`config.mk`:
```
export PLATFORM = sky130hd
export DESIGN_NAME = snd_out
export DESIGN_NICKNAME = d
export VERILOG_FILES = /design/src/hdl/snd_pkg.sv /design/src/hdl/snd_out.sv
export SDC_FILE = /design/constraint.sdc
export NUM_CORES = 1
export LEC_CHECK = 0
export ABC_AREA = 1
export BUFFER_PORTS_ARGS = -buffer_cell sky130_fd_sc_hd__buf_2
export CAP_MARGIN = 20
export CORE_ASPECT_RATIO = 1.4
export CORE_MARGIN = 5
export CORE_UTILIZATION = 45
export CTS_CLUSTER_DIAMETER = 100
export CTS_CLUSTER_SIZE = 8
export DETAILED_ROUTE_END_ITERATION = 8
export HOLD_SLACK_MARGIN = 0.05
export PLACE_DENSITY_LB_ADDON = 0.15
export SLEW_MARGIN = 0
export SYNTH_ARGS = -nofsm -noshare
export SYNTH_HDL_FRONTEND = slang
export SYNTH_SLANG_ARGS = --single-unit
```
`constraint.sdc`:
```
create_clock -name clk_i -period 15.4 [get_ports clk_i]
set_input_delay 1.54 -clock clk_i [delete_from_list [all_inputs] [get_ports clk_i]]
set_output_delay 1.54 -clock clk_i [all_outputs]
set_load 0.01 [all_outputs]
```
`src/hdl/snd_pkg.sv`:
```
`default_nettype none
// ----------------------------------------------------------------------------
// snd_pkg: shared definitions for the 2D simplex noise pipeline
// Constants, register indexes, the configuration struct and the
// permutation table used by the hashing stages.
// ----------------------------------------------------------------------------
package snd_pkg;

  localparam int FRAC_BITS_DEF = 16;
  localparam int PERM_ENTRIES  = 256;
  localparam int CONST_FB      = 22;
  localparam int SKEW_C        = 1535222;
  localparam int UNSKEW_C      = 886361;
  localparam int GAIN_C        = 189711096;
  localparam int COORD_W       = 40;
  localparam int SCALE_W       = 24;
  localparam int OUT_W         = 16;
  localparam int NUM_STAGES    = 16;
  localparam logic [SCALE_W-1:0] SCALE_RST = 24'd65536;

  typedef enum logic [1:0] {
    REG_SCALE = 2'd0,
    REG_OFFX  = 2'd1,
    REG_OFFY  = 2'd2
  } reg_idx_e;

  typedef struct packed {
    logic [SCALE_W-1:0] scale;
    logic [COORD_W-1:0] off_x;
    logic [COORD_W-1:0] off_y;
  } snd_cfg_t;

  localparam logic [7:0] PERM_ROM [PERM_ENTRIES] = '{
    8'd151, 8'd160, 8'd137, 8'd91, 8'd90, 8'd15, 8'd131, 8'd13, 8'd201, 8'd95,
    8'd96, 8'd53, 8'd194, 8'd233, 8'd7, 8'd225, 8'd140, 8'd36, 8'd103, 8'd30,
    8'd69, 8'd142, 8'd8, 8'd99, 8'd37, 8'd240, 8'd21, 8'd10, 8'd23, 8'd190,
    8'd6, 8'd148, 8'd247, 8'd120, 8'd234, 8'd75, 8'd0, 8'd26, 8'd197, 8'd62,
    8'd94, 8'd252, 8'd219, 8'd203, 8'd117, 8'd35, 8'd11, 8'd32, 8'd57, 8'd177,
    8'd33, 8'd88, 8'd237, 8'd149, 8'd56, 8'd87, 8'd174, 8'd20, 8'd125, 8'd136,
    8'd171, 8'd168, 8'd68, 8'd175, 8'd74, 8'd165, 8'd71, 8'd134, 8'd139, 8'd48,
    8'd27, 8'd166, 8'd77, 8'd146, 8'd158, 8'd231, 8'd83, 8'd111, 8'd229, 8'd122,
    8'd60, 8'd211, 8'd133, 8'd230, 8'd220, 8'd105, 8'd92, 8'd41, 8'd55, 8'd46,
    8'd245, 8'd40, 8'd244, 8'd102, 8'd143, 8'd54, 8'd65, 8'd25, 8'd63, 8'd161,
    8'd1, 8'd216, 8'd80, 8'd73, 8'd209, 8'd76, 8'd132, 8'd187, 8'd208, 8'd89,
    8'd18, 8'd169, 8'd200, 8'd196, 8'd135, 8'd130, 8'd116, 8'd188, 8'd159, 8'd86,
    8'd164, 8'd100, 8'd109, 8'd198, 8'd173, 8'd186, 8'd3, 8'd64, 8'd52, 8'd217,
    8'd226, 8'd250, 8'd124, 8'd123, 8'd5, 8'd202, 8'd38, 8'd147, 8'd118, 8'd126,
    8'd255, 8'd82, 8'd85, 8'd212, 8'd207, 8'd206, 8'd59, 8'd227, 8'd47, 8'd16,
    8'd58, 8'd17, 8'd182, 8'd189, 8'd28, 8'd42, 8'd223, 8'd183, 8'd170, 8'd213,
    8'd119, 8'd248, 8'd152, 8'd2, 8'd44, 8'd154, 8'd163, 8'd70, 8'd221, 8'd153,
    8'd101, 8'd155, 8'd167, 8'd43, 8'd172, 8'd9, 8'd129, 8'd22, 8'd39, 8'd253,
    8'd19, 8'd98, 8'd108, 8'd110, 8'd79, 8'd113, 8'd224, 8'd232, 8'd178, 8'd185,
    8'd112, 8'd104, 8'd218, 8'd246, 8'd97, 8'd228, 8'd251, 8'd34, 8'd242, 8'd193,
    8'd238, 8'd210, 8'd144, 8'd12, 8'd191, 8'd179, 8'd162, 8'd241, 8'd81, 8'd51,
    8'd145, 8'd235, 8'd249, 8'd14, 8'd239, 8'd107, 8'd49, 8'd192, 8'd214, 8'd31,
    8'd181, 8'd199, 8'd106, 8'd157, 8'd184, 8'd84, 8'd204, 8'd176, 8'd115, 8'd121,
    8'd50, 8'd45, 8'd127, 8'd4, 8'd150, 8'd254, 8'd138, 8'd236, 8'd205, 8'd93,
    8'd222, 8'd114, 8'd67, 8'd29, 8'd24, 8'd72, 8'd243, 8'd141, 8'd128, 8'd195,
    8'd78, 8'd66, 8'd215, 8'd61, 8'd156, 8'd180
  };

  function automatic logic [7:0] perm_f(input logic [7:0] a);
    return PERM_ROM[a];
  endfunction

endpackage
`default_nettype wire

```
`src/hdl/snd_out.sv`:
```
`default_nettype none
// ----------------------------------------------------------------------------
// snd_out: output gain and formatting
// Sums the three corners, applies the gain and forms the saturated
// signed Q1.15 and unsigned Q0.16 results.
// ----------------------------------------------------------------------------
module snd_out #(
  parameter int FRAC_BITS = 16
) (
  input  wire logic                        clk_i,
  input  wire logic [1:0]                  en_i,
  input  wire logic signed [FRAC_BITS+5:0] contrib_i [3],
  output logic signed [snd_pkg::OUT_W-1:0] noise_signed_o,
  output logic [snd_pkg::OUT_W-1:0]        noise_unit_o
);
  import snd_pkg::*;

  localparam int CTW = FRAC_BITS + 6;
  localparam int PGW = CTW + 2 + 29;
  localparam logic signed [28:0] GAIN_S = 29'(GAIN_C);
  localparam logic signed [63:0] ONE    = 64'sd1 <<< FRAC_BITS;
  localparam logic signed [63:0] HALF   = 64'sd1 <<< (FRAC_BITS - 1);

  logic signed [PGW-1:0]  pg_d, pg_q;
  logic signed [OUT_W-1:0] q_d, q_q;
  logic [OUT_W-1:0]        u_d, u_q;

  always_comb begin
    logic signed [CTW+1:0]       sum;
    logic signed [PGW-CONST_FB-1:0] r;
    logic signed [63:0]          r64, qv, uv;
    sum  = {{2{contrib_i[0][CTW-1]}}, contrib_i[0]}
         + {{2{contrib_i[1][CTW-1]}}, contrib_i[1]}
         + {{2{contrib_i[2][CTW-1]}}, contrib_i[2]};
    pg_d = sum * GAIN_S;

    r   = pg_q[PGW-1:CONST_FB];
    r64 = 64'(r);
    qv  = ((r64 <<< 15) + HALF) >>> FRAC_BITS;
    uv  = (((r64 + ONE) <<< 15) + HALF) >>> FRAC_BITS;
    if (qv > 64'sd32767) begin
      q_d = 16'sh7FFF;
    end else if (qv < -64'sd32768) begin
      q_d = 16'sh8000;
    end else begin
      q_d = qv[OUT_W-1:0];
    end
    if (uv > 64'sd65535) begin
      u_d = 16'hFFFF;
    end else if (uv < 64'sd0) begin
      u_d = 16'h0000;
    end else begin
      u_d = uv[OUT_W-1:0];
    end
  end

  always_ff @(posedge clk_i) begin
    if (en_i[0]) pg_q <= pg_d;
    if (en_i[1]) begin
      q_q <= q_d;
      u_q <= u_d;
    end
  end

  assign noise_signed_o = q_q;
  assign noise_unit_o   = u_q;

endmodule
`default_nettype wire

```
Word level (Yosys, flattened, before mapping)
Cells that the tools add are included.
W data, S select, Z words.
{ "word_totals": {"reg_bits": 82, "input_bits": 69, "out_inout_bits": 32, "wordCells": 15} }
{ "classes": {"n_addsub": 5, "multipliers": 1, "order_cmp": 4, "muxes": 2} }
{ "op_table": {"columns": ["operator", "n"], "rows": [
  ["$mul A24 B26 Y50 const B", 1],
  ["$add A47 B17 Y48 const B", 1],
  ["$add A46 B17 Y47 const B", 1],
  ["$add A31 B18 Y32 const B", 1],
  ["$gt A32 B17 Y1 const B", 1],
  ["$lt A32 B1 Y1 const B", 1],
  ["$mux W16", 2],
  ["$gt A31 B16 Y1 const B", 1],
  ["$lt A31 B16 Y1 const B", 1],
  ["$add A23 B22 Y24", 1],
  ["$add A22 B22 Y23", 1]
]} }

Longest topological paths before layout
{ "logic_depth": {"ltp_word": 4, "ltp_mapped": 41, "mapped_depth_nobuf": 41} }

Worst setup path after synthesis
Ideal clock, no wire load.
{ "synth_timing": {"kind": "input port to flip-flop", "from": "input port contrib_i[16] (netlist name)", "to": "register pg_q[42], data pin", "setup_time_ps": 252, "arrival_ps": 8781, "required_ps": 15148, "path_slack_ps": 6367, "path_stages": 38, "n_path_buf": 0, "cell_sequence": "fa_1 -> ha_1 -> nand2_1 -> nor2_1 -> inv_1 -> nor2_1 -> nand4_1 -> nand3_1 -> nand2_1 -> nand3_1 -> nand2_1 -> nand2_1 -> inv_1 -> or2_2 -> nand2_1 -> inv_1 -> ha_1 -> or2_2 -> (+2 left out) -> fa_1 -> inv_1 -> fa_1 -> fa_1 -> fa_1 -> inv_1 -> fa_1 -> inv_1 -> ha_1 -> nand2_1 -> nor2_1 -> inv_1 -> nor3_1 -> a21oi_1 -> o21ai_0 -> nand2_1 -> nand3_1 -> nand2_1"} }
{ "synth_via": {"elab_chain_len": 2} }
{ "synth_rtl": {"columns": ["element", "line", "text"], "rows": [
  ["start, declared", "snd_out.sv:12", "input wire logic signed [FRAC_BITS+5:0] contrib_i [3],"],
  ["$add A23 B22 Y24", "snd_out.sv:34", "+ {{2{contrib_i[2][CTW-1]}}, contrib_i[2]};"],
  ["$mul A24 B26 Y50", "snd_out.sv:35", "pg_d = sum * GAIN_S;"],
  ["named net pg_d[42]", "snd_out.sv:24", "logic signed [PGW-1:0] pg_d, pg_q;"],
  ["end signal, assigned", "snd_out.sv:58", "if (en_i[0]) pg_q <= pg_d;"],
  ["end, declared", "snd_out.sv:24", null]
]} }
The timed path passes the listed nets, and every way through them passes these cells.
A chain may end at the register's enable or synchronous reset.

Worst setup path in the final report
{ "layout_timing": {"from": "input port contrib_i[15] (netlist name)", "to": "register pg_q[50], data pin"} }
The elaborated chain is that of the path after synthesis.

==> flow_summary_export.csv <==
group,metric,value,unit
synth,synth_edf_count,63,
global_route,grt-ovfl-total,0,
synth,yosysSeqAreaShare,0.109,
setup_path,crit_fanout,6,
synth,ys_warn_count,0,
synth,synthAdderAreaFrac,0.499,
synth,synth_top_area_frac,0.292,
sta,clock.fmax,93.1,MHz
setup_path,max_stage_delay,650,ps
cts,cts_setup_buffers,0,
synth,synthCells,2072,
sta,hold_slack,751,ps
sta,period_minus_slack,10740,ps
final_layout,layout-drive-gt1-share,0.0896,
global_route,grt_pass1_vias,14800,
synth,synth_xor_area_frac,0.0374,
synth,synthTopCellsByArea,"fa_1, ha_1, inv_1",
final_layout,final_nets,2790,
setup_path,path_buf_inv,8,
cts,cts_hold_buf,0,
run,cap_violations,0,
synth,muxShareOfSynthArea,0,
cts,insertion_delay,330,ps
setup_path,crit_slowest_cell,"o21ai_0",
cts,cts-htree-levels,3,
sta,rsz0062_at_grt,"false",
cts,cts_tree,"built",
hold_path,hold_path_depth,4,
sta,period_share,0.698,
drt,drtPass1Iterations,5,
sta,slew_headroom,0.336,
setup_path,worstPathArrival,10830,ps
setup_path,path_depth,38,
sta,clock_skew,7.44,ps
placement,dp_hpwl,44.0,mm
final_layout,num_antenna_cells,0,
cts,cts.sink_count,63,
setup_path,end_kind,"flip-flop",
drt,postRouteAntennaNets,0,
setup_path,critPathKind,"input pin to flip-flop",
floorplanning,rows,85,
floorplanning,coreArea,0.0383,mm2
setup_path,r2r_cells,14,
synth,synth_nets,2680,
cts,cts.reportedPaths.clkPinSlew,50,ps
sta,setup-violations-final,0,
global_route,track_usage,0.230,
drt,detail_route.wl_per_cell,18.2,um
synth,synth.avg_cell_area,8.36,um2
synth,yosys_register_bits,63,
final_layout,fillers,3725,
hold_path,hp-class,"flip-flop to flip-flop",
synth,yosys.area.top_type,"fa_1",
synth,synth_compound_area_frac,0.0655,
setup_path,path_common_cell,"nand2_1",
synth,async_flop_share,0,
floorplanning,dieArea,0.0426,mm2
cts,cts-buffers-inserted,9,
floorplanning,pin_count,101,
floorplanning,die_w,176,um
global_route,grt_pass1_wl,77.3,mm
outcome,status,"finished, final reports clean",
drt,drc,0,
setup_path,cp.required,15480,ps
global_route,grt_start_max_net_pins,33,
final_layout,area_growth,7.96,%
final_layout,final_cell_mix,"inv_1, nand2_1, ha_1, fa_1, nor2_1",
sta,worst_pin_slew,989,ps
floorplanning,die_h,242,um
drt,vias,13700,
sta,hold_viol_final,0,
sta,tns,0,ps
global_route,antenna_found_initial,0,
synth,synth.distinct_cells,41,
final_layout,final_common_cell,"inv_1",
drt,first_iter_violations,634,
sta,drv_slew,0,
setup_path,cp_top_family,"adder cells",
synth,synthSimpleGateAreaFrac,0.164,
placement,gp_congestion,0.945,
drt,drt_wl_total,48.4,mm
cts,root_buffer,"clkbuf_16",
synth,syn-cell-area,0.0173,mm2
cts,ctsResizeCount,0,
placement,io_buffers,100,
floorplanning,initial_core_util,0.452,
synth,synth_top_family_by_area,"adder cells",
synth,dominantRegCellSynth,"edfxtp_1",
cts,cts_buffer_depth,2,
setup_path,worstSetupStartpointType,"input pin",
drt,viasPerCell,5.13,
tightest hold or removal path: stages (launching register included):
cell	delay, ps
edfxtp_1	380
xor2_1	110
inv_1	70
nand2_1	50
nand2_1	40
registers in the layout (all words and copies together) (netlist names):
signal / cells
noise_signed_o: 16
noise_unit_o: 16
pg_q: 31
Yosys cell counts, types with 17 or more instances:
cell type / instances
a21oi_1: 87
a31oi_1: 19
edfxtp_1: 63
fa_1: 253
ha_1: 286
inv_1: 553
nand2_1: 320
nand3_1: 76
nand3_2: 17
nor2_1: 117
nor3_1: 23
o21ai_0: 57
xnor2_1: 22
xor2_1: 50
path summary, 6_finish.rpt:
check / endpoint / from / slack (ps)
setup reg to reg: noise_unit_o[14]$_SDFFCE_PN1P_ / pg_q[38]$_DFFE_PP_ / 12310
setup / recovery: pg_q[50]$_DFFE_PP_ / contrib_i[15] / 4660
hold reg to reg: noise_signed_o[6]$_SDFFCE_PN1P_ / pg_q[29]$_DFFE_PP_ / 750
hold / removal: noise_signed_o[6]$_SDFFCE_PN1P_ / pg_q[29]$_DFFE_PP_ / 750
area by class of cell:
cell class	count	area (um2)	share of cell area
Multi-Input combinational cell	1444	13300	0.710
Inverter	559	2100	0.112
Sequential cell	63	1890	0.101
Tap cell	478	598	0.0320
Timing Repair Buffer	105	538	0.0288
Clock buffer	9	225	0.0120
Clock inverter	7	72.6	0.00388
logic make-up (layout without fill, tap and decap cells):
group                    after synthesis  in the layout
AND/OR/NAND/NOR                      629            629
buffers and inverters                565            680
adder cells (fa/ha/maj)              539            539
AO/OA/AOI/OAI                        203            203
XOR/XNOR                              73             73
flip-flops                            63             63
per-stage QoR:
stage	setup WS, ps	util	cells	cell area (um2)
6_report	4660	0.488	2665	18700
5_1_grt	4340	0.488	2665	18700
4_1_cts	4770	0.488	2665	18700
3_5_place_dp	4450	0.481	2649	18400
3_3_place_gp	4470	0.481	2649	18400
2_1_floorplan	6370	-	2072	17300
metal layers:
layer,GRT usage,wire (um),vias to the layer above
li1,-,-,6652
met1,0.249,17900,6548
met2,0.452,26600,359
met3,0.0165,1570,102
met4,0.0961,2310,0
met5,0,0,-
Power is not shown: default switching activity piles up to over one toggle a cycle in this logic, so the estimate is an artifact.
