### src/hdl/snd_pkg.sv
`default_nettype none
// ----------------------------------------------------------------------------
// snd_pkg: shared definitions for the 2D simplex noise pipeline
// Constants, register indexes, the configuration struct and the
// permutation table used by the hashing stages.
// ----------------------------------------------------------------------------
package snd_pkg;

  localparam int FRAC_BITS_DEF = 16;
  localparam int PERM_ENTRIES  = 256;
  localparam int CONST_FB      = 22;
  localparam int SKEW_C        = 1535222;
  localparam int UNSKEW_C      = 886361;
  localparam int GAIN_C        = 189711096;
  localparam int COORD_W       = 40;
  localparam int SCALE_W       = 24;
  localparam int OUT_W         = 16;
  localparam int NUM_STAGES    = 16;
  localparam logic [SCALE_W-1:0] SCALE_RST = 24'd65536;

  typedef enum logic [1:0] {
    REG_SCALE = 2'd0,
    REG_OFFX  = 2'd1,
    REG_OFFY  = 2'd2
  } reg_idx_e;

  typedef struct packed {
    logic [SCALE_W-1:0] scale;
    logic [COORD_W-1:0] off_x;
    logic [COORD_W-1:0] off_y;
  } snd_cfg_t;

  localparam logic [7:0] PERM_ROM [PERM_ENTRIES] = '{
    8'd151, 8'd160, 8'd137, 8'd91, 8'd90, 8'd15, 8'd131, 8'd13, 8'd201, 8'd95,
    8'd96, 8'd53, 8'd194, 8'd233, 8'd7, 8'd225, 8'd140, 8'd36, 8'd103, 8'd30,
    8'd69, 8'd142, 8'd8, 8'd99, 8'd37, 8'd240, 8'd21, 8'd10, 8'd23, 8'd190,
    8'd6, 8'd148, 8'd247, 8'd120, 8'd234, 8'd75, 8'd0, 8'd26, 8'd197, 8'd62,
    8'd94, 8'd252, 8'd219, 8'd203, 8'd117, 8'd35, 8'd11, 8'd32, 8'd57, 8'd177,
    8'd33, 8'd88, 8'd237, 8'd149, 8'd56, 8'd87, 8'd174, 8'd20, 8'd125, 8'd136,
    8'd171, 8'd168, 8'd68, 8'd175, 8'd74, 8'd165, 8'd71, 8'd134, 8'd139, 8'd48,
    8'd27, 8'd166, 8'd77, 8'd146, 8'd158, 8'd231, 8'd83, 8'd111, 8'd229, 8'd122,
    8'd60, 8'd211, 8'd133, 8'd230, 8'd220, 8'd105, 8'd92, 8'd41, 8'd55, 8'd46,
    8'd245, 8'd40, 8'd244, 8'd102, 8'd143, 8'd54, 8'd65, 8'd25, 8'd63, 8'd161,
    8'd1, 8'd216, 8'd80, 8'd73, 8'd209, 8'd76, 8'd132, 8'd187, 8'd208, 8'd89,
    8'd18, 8'd169, 8'd200, 8'd196, 8'd135, 8'd130, 8'd116, 8'd188, 8'd159, 8'd86,
    8'd164, 8'd100, 8'd109, 8'd198, 8'd173, 8'd186, 8'd3, 8'd64, 8'd52, 8'd217,
    8'd226, 8'd250, 8'd124, 8'd123, 8'd5, 8'd202, 8'd38, 8'd147, 8'd118, 8'd126,
    8'd255, 8'd82, 8'd85, 8'd212, 8'd207, 8'd206, 8'd59, 8'd227, 8'd47, 8'd16,
    8'd58, 8'd17, 8'd182, 8'd189, 8'd28, 8'd42, 8'd223, 8'd183, 8'd170, 8'd213,
    8'd119, 8'd248, 8'd152, 8'd2, 8'd44, 8'd154, 8'd163, 8'd70, 8'd221, 8'd153,
    8'd101, 8'd155, 8'd167, 8'd43, 8'd172, 8'd9, 8'd129, 8'd22, 8'd39, 8'd253,
    8'd19, 8'd98, 8'd108, 8'd110, 8'd79, 8'd113, 8'd224, 8'd232, 8'd178, 8'd185,
    8'd112, 8'd104, 8'd218, 8'd246, 8'd97, 8'd228, 8'd251, 8'd34, 8'd242, 8'd193,
    8'd238, 8'd210, 8'd144, 8'd12, 8'd191, 8'd179, 8'd162, 8'd241, 8'd81, 8'd51,
    8'd145, 8'd235, 8'd249, 8'd14, 8'd239, 8'd107, 8'd49, 8'd192, 8'd214, 8'd31,
    8'd181, 8'd199, 8'd106, 8'd157, 8'd184, 8'd84, 8'd204, 8'd176, 8'd115, 8'd121,
    8'd50, 8'd45, 8'd127, 8'd4, 8'd150, 8'd254, 8'd138, 8'd236, 8'd205, 8'd93,
    8'd222, 8'd114, 8'd67, 8'd29, 8'd24, 8'd72, 8'd243, 8'd141, 8'd128, 8'd195,
    8'd78, 8'd66, 8'd215, 8'd61, 8'd156, 8'd180
  };

  function automatic logic [7:0] perm_f(input logic [7:0] a);
    return PERM_ROM[a];
  endfunction

endpackage
`default_nettype wire

### src/hdl/snd_corner.sv
`default_nettype none
// ----------------------------------------------------------------------------
// snd_corner: one corner contribution
// Computes the corner weight, raises it to the fourth power and scales
// the hashed gradient dot product, over five register stages.
// ----------------------------------------------------------------------------
module snd_corner #(
  parameter int FRAC_BITS = 16
) (
  input  wire logic                         clk_i,
  input  wire logic [4:0]                   en_i,
  input  wire logic signed [FRAC_BITS+2:0]  dx_i,
  input  wire logic signed [FRAC_BITS+2:0]  dy_i,
  input  wire logic [7:0]                   h_i,
  output logic signed [FRAC_BITS+5:0]       contrib_o
);
  import snd_pkg::*;

  localparam int DW  = FRAC_BITS + 3;
  localparam int GW  = DW + 2;
  localparam int CTW = FRAC_BITS + 6;
  localparam logic signed [63:0] HALF = 64'sd1 <<< (FRAC_BITS - 1);

  logic signed [2*DW-1:0]  sqx_d, sqy_d, sqx_q, sqy_q;
  logic signed [GW-1:0]    grad_d, g9_q, g10_q, g11_q, g12_q;
  logic [FRAC_BITS-1:0]    tz_d, tz_q, t2_d, t2_q, t4_d, t4_q;
  logic signed [CTW-1:0]   c_d, c_q;

  always_comb begin
    logic [5:0]                hs;
    logic signed [DW-1:0]      u, v;
    logic signed [DW:0]        ua, a;
    logic signed [DW+1:0]      vb, b;
    logic signed [63:0]        t64;
    logic [2*FRAC_BITS-1:0]    p2, p4;
    logic signed [2*FRAC_BITS+5:0] cp;
    sqx_d  = dx_i * dx_i;
    sqy_d  = dy_i * dy_i;
    hs     = h_i[5:0];
    u      = (hs < 6'd4) ? dx_i : dy_i;
    v      = (hs < 6'd4) ? dy_i : dx_i;
    ua     = {u[DW-1], u};
    a      = hs[0] ? -ua : ua;
    vb     = {v[DW-1], v, 1'b0};
    b      = hs[1] ? -vb : vb;
    grad_d = {a[DW], a} + b;

    t64  = HALF - (64'(sqx_q) >>> FRAC_BITS) - (64'(sqy_q) >>> FRAC_BITS);
    tz_d = (t64 < 64'sd0) ? '0 : t64[FRAC_BITS-1:0];

    p2   = tz_q * tz_q;
    t2_d = p2[2*FRAC_BITS-1:FRAC_BITS];
    p4   = t2_q * t2_q;
    t4_d = p4[2*FRAC_BITS-1:FRAC_BITS];

    cp  = $signed({1'b0, t4_q}) * g12_q;
    c_d = cp[2*FRAC_BITS+5:FRAC_BITS];
  end

  always_ff @(posedge clk_i) begin
    if (en_i[0]) begin
      sqx_q <= sqx_d;
      sqy_q <= sqy_d;
      g9_q  <= grad_d;
    end
    if (en_i[1]) begin
      tz_q  <= tz_d;
      g10_q <= g9_q;
    end
    if (en_i[2]) begin
      t2_q  <= t2_d;
      g11_q <= g10_q;
    end
    if (en_i[3]) begin
      t4_q  <= t4_d;
      g12_q <= g11_q;
    end
    if (en_i[4]) c_q <= c_d;
  end

  assign contrib_o = c_q;

endmodule
`default_nettype wire

### config.mk
export PLATFORM = sky130hd
export DESIGN_NAME = snd_corner
export DESIGN_NICKNAME = d
export VERILOG_FILES = /design/src/hdl/snd_pkg.sv /design/src/hdl/snd_corner.sv
export SDC_FILE = /design/constraint.sdc
export NUM_CORES = 2
export LEC_CHECK = 0
export BUFFER_PORTS_ARGS = -buffer_cell sky130_fd_sc_hd__buf_2
export CAP_MARGIN = 20
export CELL_PAD_IN_SITES_DETAIL_PLACEMENT = 0
export CELL_PAD_IN_SITES_GLOBAL_PLACEMENT = 2
export CORE_MARGIN = 1.5
export CORE_UTILIZATION = 40
export DETAILED_ROUTE_END_ITERATION = 10
export PLACE_DENSITY_LB_ADDON = 0.1
export SLEW_MARGIN = 20
export SYNTH_ARGS = -nofsm -noshare
export SYNTH_HDL_FRONTEND = slang
export SYNTH_SLANG_ARGS = --single-unit
### constraint.sdc
create_clock -name clk_i -period 6.8 [get_ports clk_i]
set_clock_uncertainty 0.2 [all_clocks]
set_input_delay 0.34 -clock clk_i [delete_from_list [all_inputs] [get_ports clk_i]]
set_output_delay 0.34 -clock clk_i [all_outputs]
set_load 0.01 [all_outputs]
==> Yosys cells after proc, flatten, opt, wreduce, memory -nomap -nowiden <==
Cells that the tools add are included.
{ "totals": {"memories": 0, "rom_bits": 0, "latch_bits": 0, "out_inout_bits": 22, "register_bits": 230, "word_cells": 26, "ramBits": 0} }
{ "classes": {"shifts": 0, "n_div": 0, "eq_ne": 0, "n_mux": 4, "bitwise": 0, "order_cmp": 2, "multipliers": 5, "n_reduce_logical": 0, "addsub": 5} }
{ "op_table": {"columns": ["operator", "count"], "rows": [
  ["$mul A19 B19 Y38", 2],
  ["$mul A16 B16 Y32", 2],
  ["$mul A17 B21 Y38", 1],
  ["$mux W19", 2],
  ["$lt A24 B1 Y1 const B", 1],
  ["$sub A23 B22 Y24", 1],
  ["$sub A17 B22 Y23 const A", 1],
  ["$add A21 B21 Y21", 1],
  ["$mux W21", 1],
  ["$neg A20 Y21", 1],
  ["$mux W20", 1],
  ["$neg A19 Y20", 1],
  ["$lt A6 B3 Y1 const B", 1]
]} }

==> Depth between registers and ports, before layout <==
{ "logic_depth": {"word_depth": 5, "ltp_mapped": 26, "depth_no_buf": 25} }

==> Least setup slack after synthesis <==
No wires, ideal clock.
{ "synth_timing": {"path_type": "input port to flip-flop", "start": "input dy_i[7]", "end": "register sqy_q[36] (data pin)", "arrival_time_ns": 6.800, "slack_ns": -0.462, "required_time_ns": 6.338, "setup_ns": 0.262, "path_stages": 24, "path_cell_list": "clkbuf_1 > clkbuf_1 > buf_1 > nand2_1 > fa_1 > inv_1 > fa_1 > inv_1 > fa_1 > inv_1 > fa_1 > fa_1 > fa_1 > fa_1 > ha_1 > a211oi_1 > o21ai_0 > o21a_1 > a2111o_1 > o22ai_1 > o21ai_1 > a41oi_1 > a21oi_1 > xor2_1"} }
{ "synth_via": {"elab_chain_cells": 1} }
{ "synth_rtl": {"columns": ["item", "line_no", "source"], "rows": [
  ["start: declaration", "snd_corner.sv:13", "input wire logic signed [FRAC_BITS+2:0] dy_i,"],
  ["$mul A19 B19 Y38", "snd_corner.sv:38", "sqy_d = dy_i * dy_i;"],
  ["via sqy_d[36]", "snd_corner.sv:24", "logic signed [2*DW-1:0] sqx_d, sqy_d, sqx_q, sqy_q;"],
  ["end signal: assignment", "snd_corner.sv:63", "sqy_q <= sqy_d;"],
  ["end: declaration", "snd_corner.sv:24", null]
]} }
The timed path passes the listed nets, and every way through them passes these cells.
A chain may end at the register's enable or synchronous reset.

==> Worst setup path in the final report <==
{ "layout_timing": {"start": "register t2_q[8]", "end": "register t4_q[14] (data pin)"} }
{ "layout_via": {"elab_chain_cells": 1} }
{ "layout_rtl": {"columns": ["item", "line_no", "source"], "rows": [
  ["start: declaration", "snd_corner.sv:26", "logic [FRAC_BITS-1:0] tz_d, tz_q, t2_d, t2_q, t4_d, t4_q;"],
  ["start signal: assignment", "snd_corner.sv:71", "t2_q <= t2_d;"],
  ["$mul A16 B16 Y32", "snd_corner.sv:53", "p4 = t2_q * t2_q;"],
  ["via t4_d[14]", "snd_corner.sv:26", null],
  ["end signal: assignment", "snd_corner.sv:75", "t4_q <= t4_d;"],
  ["end: declaration", "snd_corner.sv:26", null]
]} }
The timed path passes the listed nets, and every way through them passes these cells.

==> impl_summary.md <==
Run status
The run finished with clean final reports.

STA
Setup repair after global routing could not meet its margin everywhere. The final-layout setup total negative slack is 0 ps. The share of the clock period used by the worst path after layout is between 90% and 100%. At the pin with the least slew margin, the transition time is approximately 950 ps. The count of pins over their slew limit is 0. Setup violations remaining at the end of the flow were counted as 0. The setup slack after layout is about 230 ps. The time the final worst path needs with I/O delays and setup is ~6600 ps.

The worst-case headroom to the max-slew limit is around 35%. The number of hold violations in the final report is 0. The maximum achievable frequency is between 150 and 200 MHz.

Die
The number of I/O pins is 74. The area of the die is ~150,000 um2. The initial utilization of the core area, before any placement, comes to 40.4%. In this run the vertical extent of the chip is between 300 and 400 um. The die is between 300 and 400 um wide. The core region is around 140,000 um2.

The cell row count is 139.

Critical path
The critical path data required time is a little under 7000 ps. Across all register-to-register paths, the minimum setup slack is about 230 ps. The critical-path maximum fanout is 11.

For this run, the slowest stage of the critical path takes approximately 530 ps. The kind of cell adding the most delay to the critical path is adder cells. The number of buffer and inverter instances along the worst setup path is 7.

The critical-path cell with the highest stage delay is sky130_fd_sc_hd__edfxtp_1. The most numerous cell on the critical path is sky130_fd_sc_hd__fa_1. The type of element launching the critical path is a register. The signal arrival time at the worst endpoint is roughly 6600 ps. By startpoint and endpoint, the worst setup path is classified as reg2reg. The reg-to-reg startpoint is t2_q[8]$_DFFE_PP_.

Walking the worst path, the cells encountered are buf_6, buf_4, and2_1, fa_1, inv_1, fa_1, fa_1, fa_1, inv_1, fa_1, inv_1, fa_1, inv_1, ha_1, a21o_1, a21o_1, a21oi_2, o21ai_1, a21oi_1, o31ai_1, buf_4, a21o_1, o41ai_2, xnor2_1. STA classifies the critical path endpoint as a register. The path depth of the worst reg2reg path is 24. The endpoint identified for the worst register-to-register timing path is t4_q[14]$_DFFE_PP_.

Hold path
The tightest min-delay check is of the in2reg type. Along the worst hold path, the cell count comes to 1. The capture endpoint of the worst hold path is contrib_o[14]$_DFFE_PP_.

The source of the worst hold timing path is en_i[4].

Drt
In this run the remaining antenna-violating nets after routing total 0. The detailed-routing iteration count for the pre-antenna-repair pass is 4. The routed via count is a little under 40,000. The first-iteration detailed-routing DRC count is between 1,000 and 1,500. The via-per-instance ratio is between 4 and 5. After detailed routing, the average wire length per cell comes to 17.0 um.

Summed over all layers, the routed wires come to 144,000 um. After detailed routing, the number of remaining DRC violations is 0.

GRT
The sum of overflow across all layers after global routing is 0. For this run, the total global-route usage over all layers was measured as just over 20%. The largest net degree at the start of global routing is 66.

The initial antenna violation count is 5. The first global-routing pass estimated about 230,000 um of wire. The number of global-route vias before repair was around 44,000.

Clocking
The CTS clock-pin slew for the worst setup and hold paths is 80 ps. The H-tree level count is 4. The maximum number of buffers from clock root to sink is 2. The tree is rooted in a sky130_fd_sc_hd__clkbuf_16. Clock tree synthesis inserted a total of 17 buffers. The insertion delay of the later-clocked pin in the worst-skew pair is 500 ps. Buffers inserted to repair hold after CTS numbered 0. The CTS tree is yes.

Clock tree synthesis found a total of roughly 200 sinks.

Flow run
The max-capacitance violation count is 0.

Synthesis
The post-synthesis instance total is ~6,000. Sequential cells were found to cover 10.2% of the synthesized design area. The synthesized flop and latch total is just under 200. The proportion of netlist area held by the largest area contributor is about 45%. The biggest area consumer among synthesized cells is sky130_fd_sc_hd__fa_1.

The most common flop cell mapped by yosys is sky130_fd_sc_hd__edfxtp_1. Sorting the synthesized cells by area gives the leading types as sky130_fd_sc_hd__fa_1 45%, sky130_fd_sc_hd__ha_1 13%, sky130_fd_sc_hd__inv_1 11%, sky130_fd_sc_hd__edfxtp_1 10%, sky130_fd_sc_hd__nand2_1 4.1%. The number of distinct library cells after synthesis is 65. The net count after synthesis is approximately 8,000. Counting flops with a built-in enable in the synthesized netlist gives between 150 and 200. In the synthesized netlist the async set-or-reset flop fraction comes to 0%.

The cell area that synthesis handed to floorplanning was ~60,000 um2. The number of warnings printed during yosys synthesis is 0. Averaged over all synthesized cells, the footprint is slightly below 10 um2.

Place
The placer congestion estimate is 0.843. In this run, placement finished with an instance count of 8,431. Timing analysis after detailed placement gives a worst setup slack of -514 ps.

Detailed placement finished with a half-perimeter wire length of ~130,000 um. The port buffer count is 71.

Finish
The net count of the finished layout is about 8,500. Of the cells placed in the final design, the portion with a size suffix greater than 1 is between 10 and 15%. The footprint of the multi-input gates is around 46,000 um2. The non-filler instance count after layout is roughly 8,500. Across the whole layout, storage elements account for 5950 um2. The layout has roughly 14,000 filler cells. The area growth from synthesis to layout is 14.0%.
-- worst max-delay path by stage --
stage                               end  depth (start not counted)                    from  slack [ps]
floorplan           sqy_q[35]$_DFFE_PP_                         23                 dy_i[1]           8
global placement    sqy_q[35]$_DFFE_PP_                         22                 dy_i[3]        -490
detailed placement  sqy_q[35]$_DFFE_PP_                         25                 dy_i[3]        -510
CTS                  t4_q[13]$_DFFE_PP_                         23      t2_q[10]$_DFFE_PP_          20
global route         t2_q[15]$_DFFE_PP_                         23  tz_q[12]$_SDFFCE_PP0P_          -7
finish               t4_q[14]$_DFFE_PP_                         24       t2_q[8]$_DFFE_PP_         230
-- Yosys cell counts, types with 33 or more instances --
| cell | n |
|---|---|
| sky130_fd_sc_hd__inv_1 | 1669 |
| sky130_fd_sc_hd__fa_1 | 1318 |
| sky130_fd_sc_hd__nand2_1 | 637 |
| sky130_fd_sc_hd__ha_1 | 612 |
| sky130_fd_sc_hd__and2_1 | 307 |
| sky130_fd_sc_hd__edfxtp_1 | 198 |
| sky130_fd_sc_hd__nor2_1 | 185 |
| sky130_fd_sc_hd__clkbuf_1 | 175 |
| sky130_fd_sc_hd__xnor2_1 | 157 |
| sky130_fd_sc_hd__a21oi_1 | 119 |
| sky130_fd_sc_hd__a21o_1 | 80 |
| sky130_fd_sc_hd__xor2_1 | 74 |
| sky130_fd_sc_hd__o21ai_0 | 66 |
| sky130_fd_sc_hd__nor3_1 | 51 |
| sky130_fd_sc_hd__nor2b_1 | 49 |
| sky130_fd_sc_hd__nand3_1 | 33 |
-- placed cells by master (no fill, tap or decap), drive strengths merged, types with 21 or more instances in the layout --
| cell | count |
|---|---|
| and3 | 21 |
| ha | 612 |
| o21a | 21 |
| o21ai | 72 |
| a21o | 80 |
| edfxtp | 198 |
| nor3 | 51 |
| buf | 720 |
| inv | 1677 |
| xor2 | 74 |
| nor2b | 49 |
| fa | 1318 |
| a21oi | 119 |
| xnor2 | 158 |
| and2 | 307 |
| nand2 | 637 |
| mux2i | 25 |
| nor2 | 185 |
| nand3 | 33 |
-- per-layer routing --
metal	up-vias	track usage [%]	routed length, um
li1	18892	-	-
met1	19770	27.1	65500
met2	392	36.1	71900
met3	123	2.00	3510
met4	6	4.03	2790
met5	-	0	34
-- sequential cells by signal, summed over array words and instances (netlist names) --
signal,count
g12_q,21
g10_q,21
contrib_o,22
t4_q,16
sqy_q,22
t2_q,16
g11_q,21
g9_q,21
sqx_q,22
tz_q,16
-- cell type report --
cell class	count	share of cell area [%]
flip-flops and latches	198	8.95
well taps	1903	3.58
multi-input cells	3950	68.6
diodes	1	0.00377
repair buffers	721	8.43
inverters	1672	9.45
clock buffers	17	0.640
clock inverters	15	0.324
-- metrics by stage --
stage	hold WS, ps	util (%)	instance area (um2)
floorplan	200	-	58400
global route	145	46.1	66400
finish	152	46.1	66500
CTS	116	45.9	66100
global placement	201	45.4	65500
detailed placement	205	45.4	65500
-- cells by family after synthesis --
family          after synthesis  share of synthesized area (%)
fa+ha+maj                  1930                           58.4
buf+inv                    1858                           12.0
simple gates               1366                           11.0
compound gates              393                           4.39
xor+xnor                    232                           3.50
flops                       198                           10.2
mux                          29                          0.507
-- repair_timing --
action,CTS,global route
setup endpoints to repair,2,31
gates resized for setup,2,55
buffers inserted,0,13
pin swaps,0,34
Power is not shown: default switching activity piles up to over one toggle a cycle in this logic, so the estimate is an artifact.
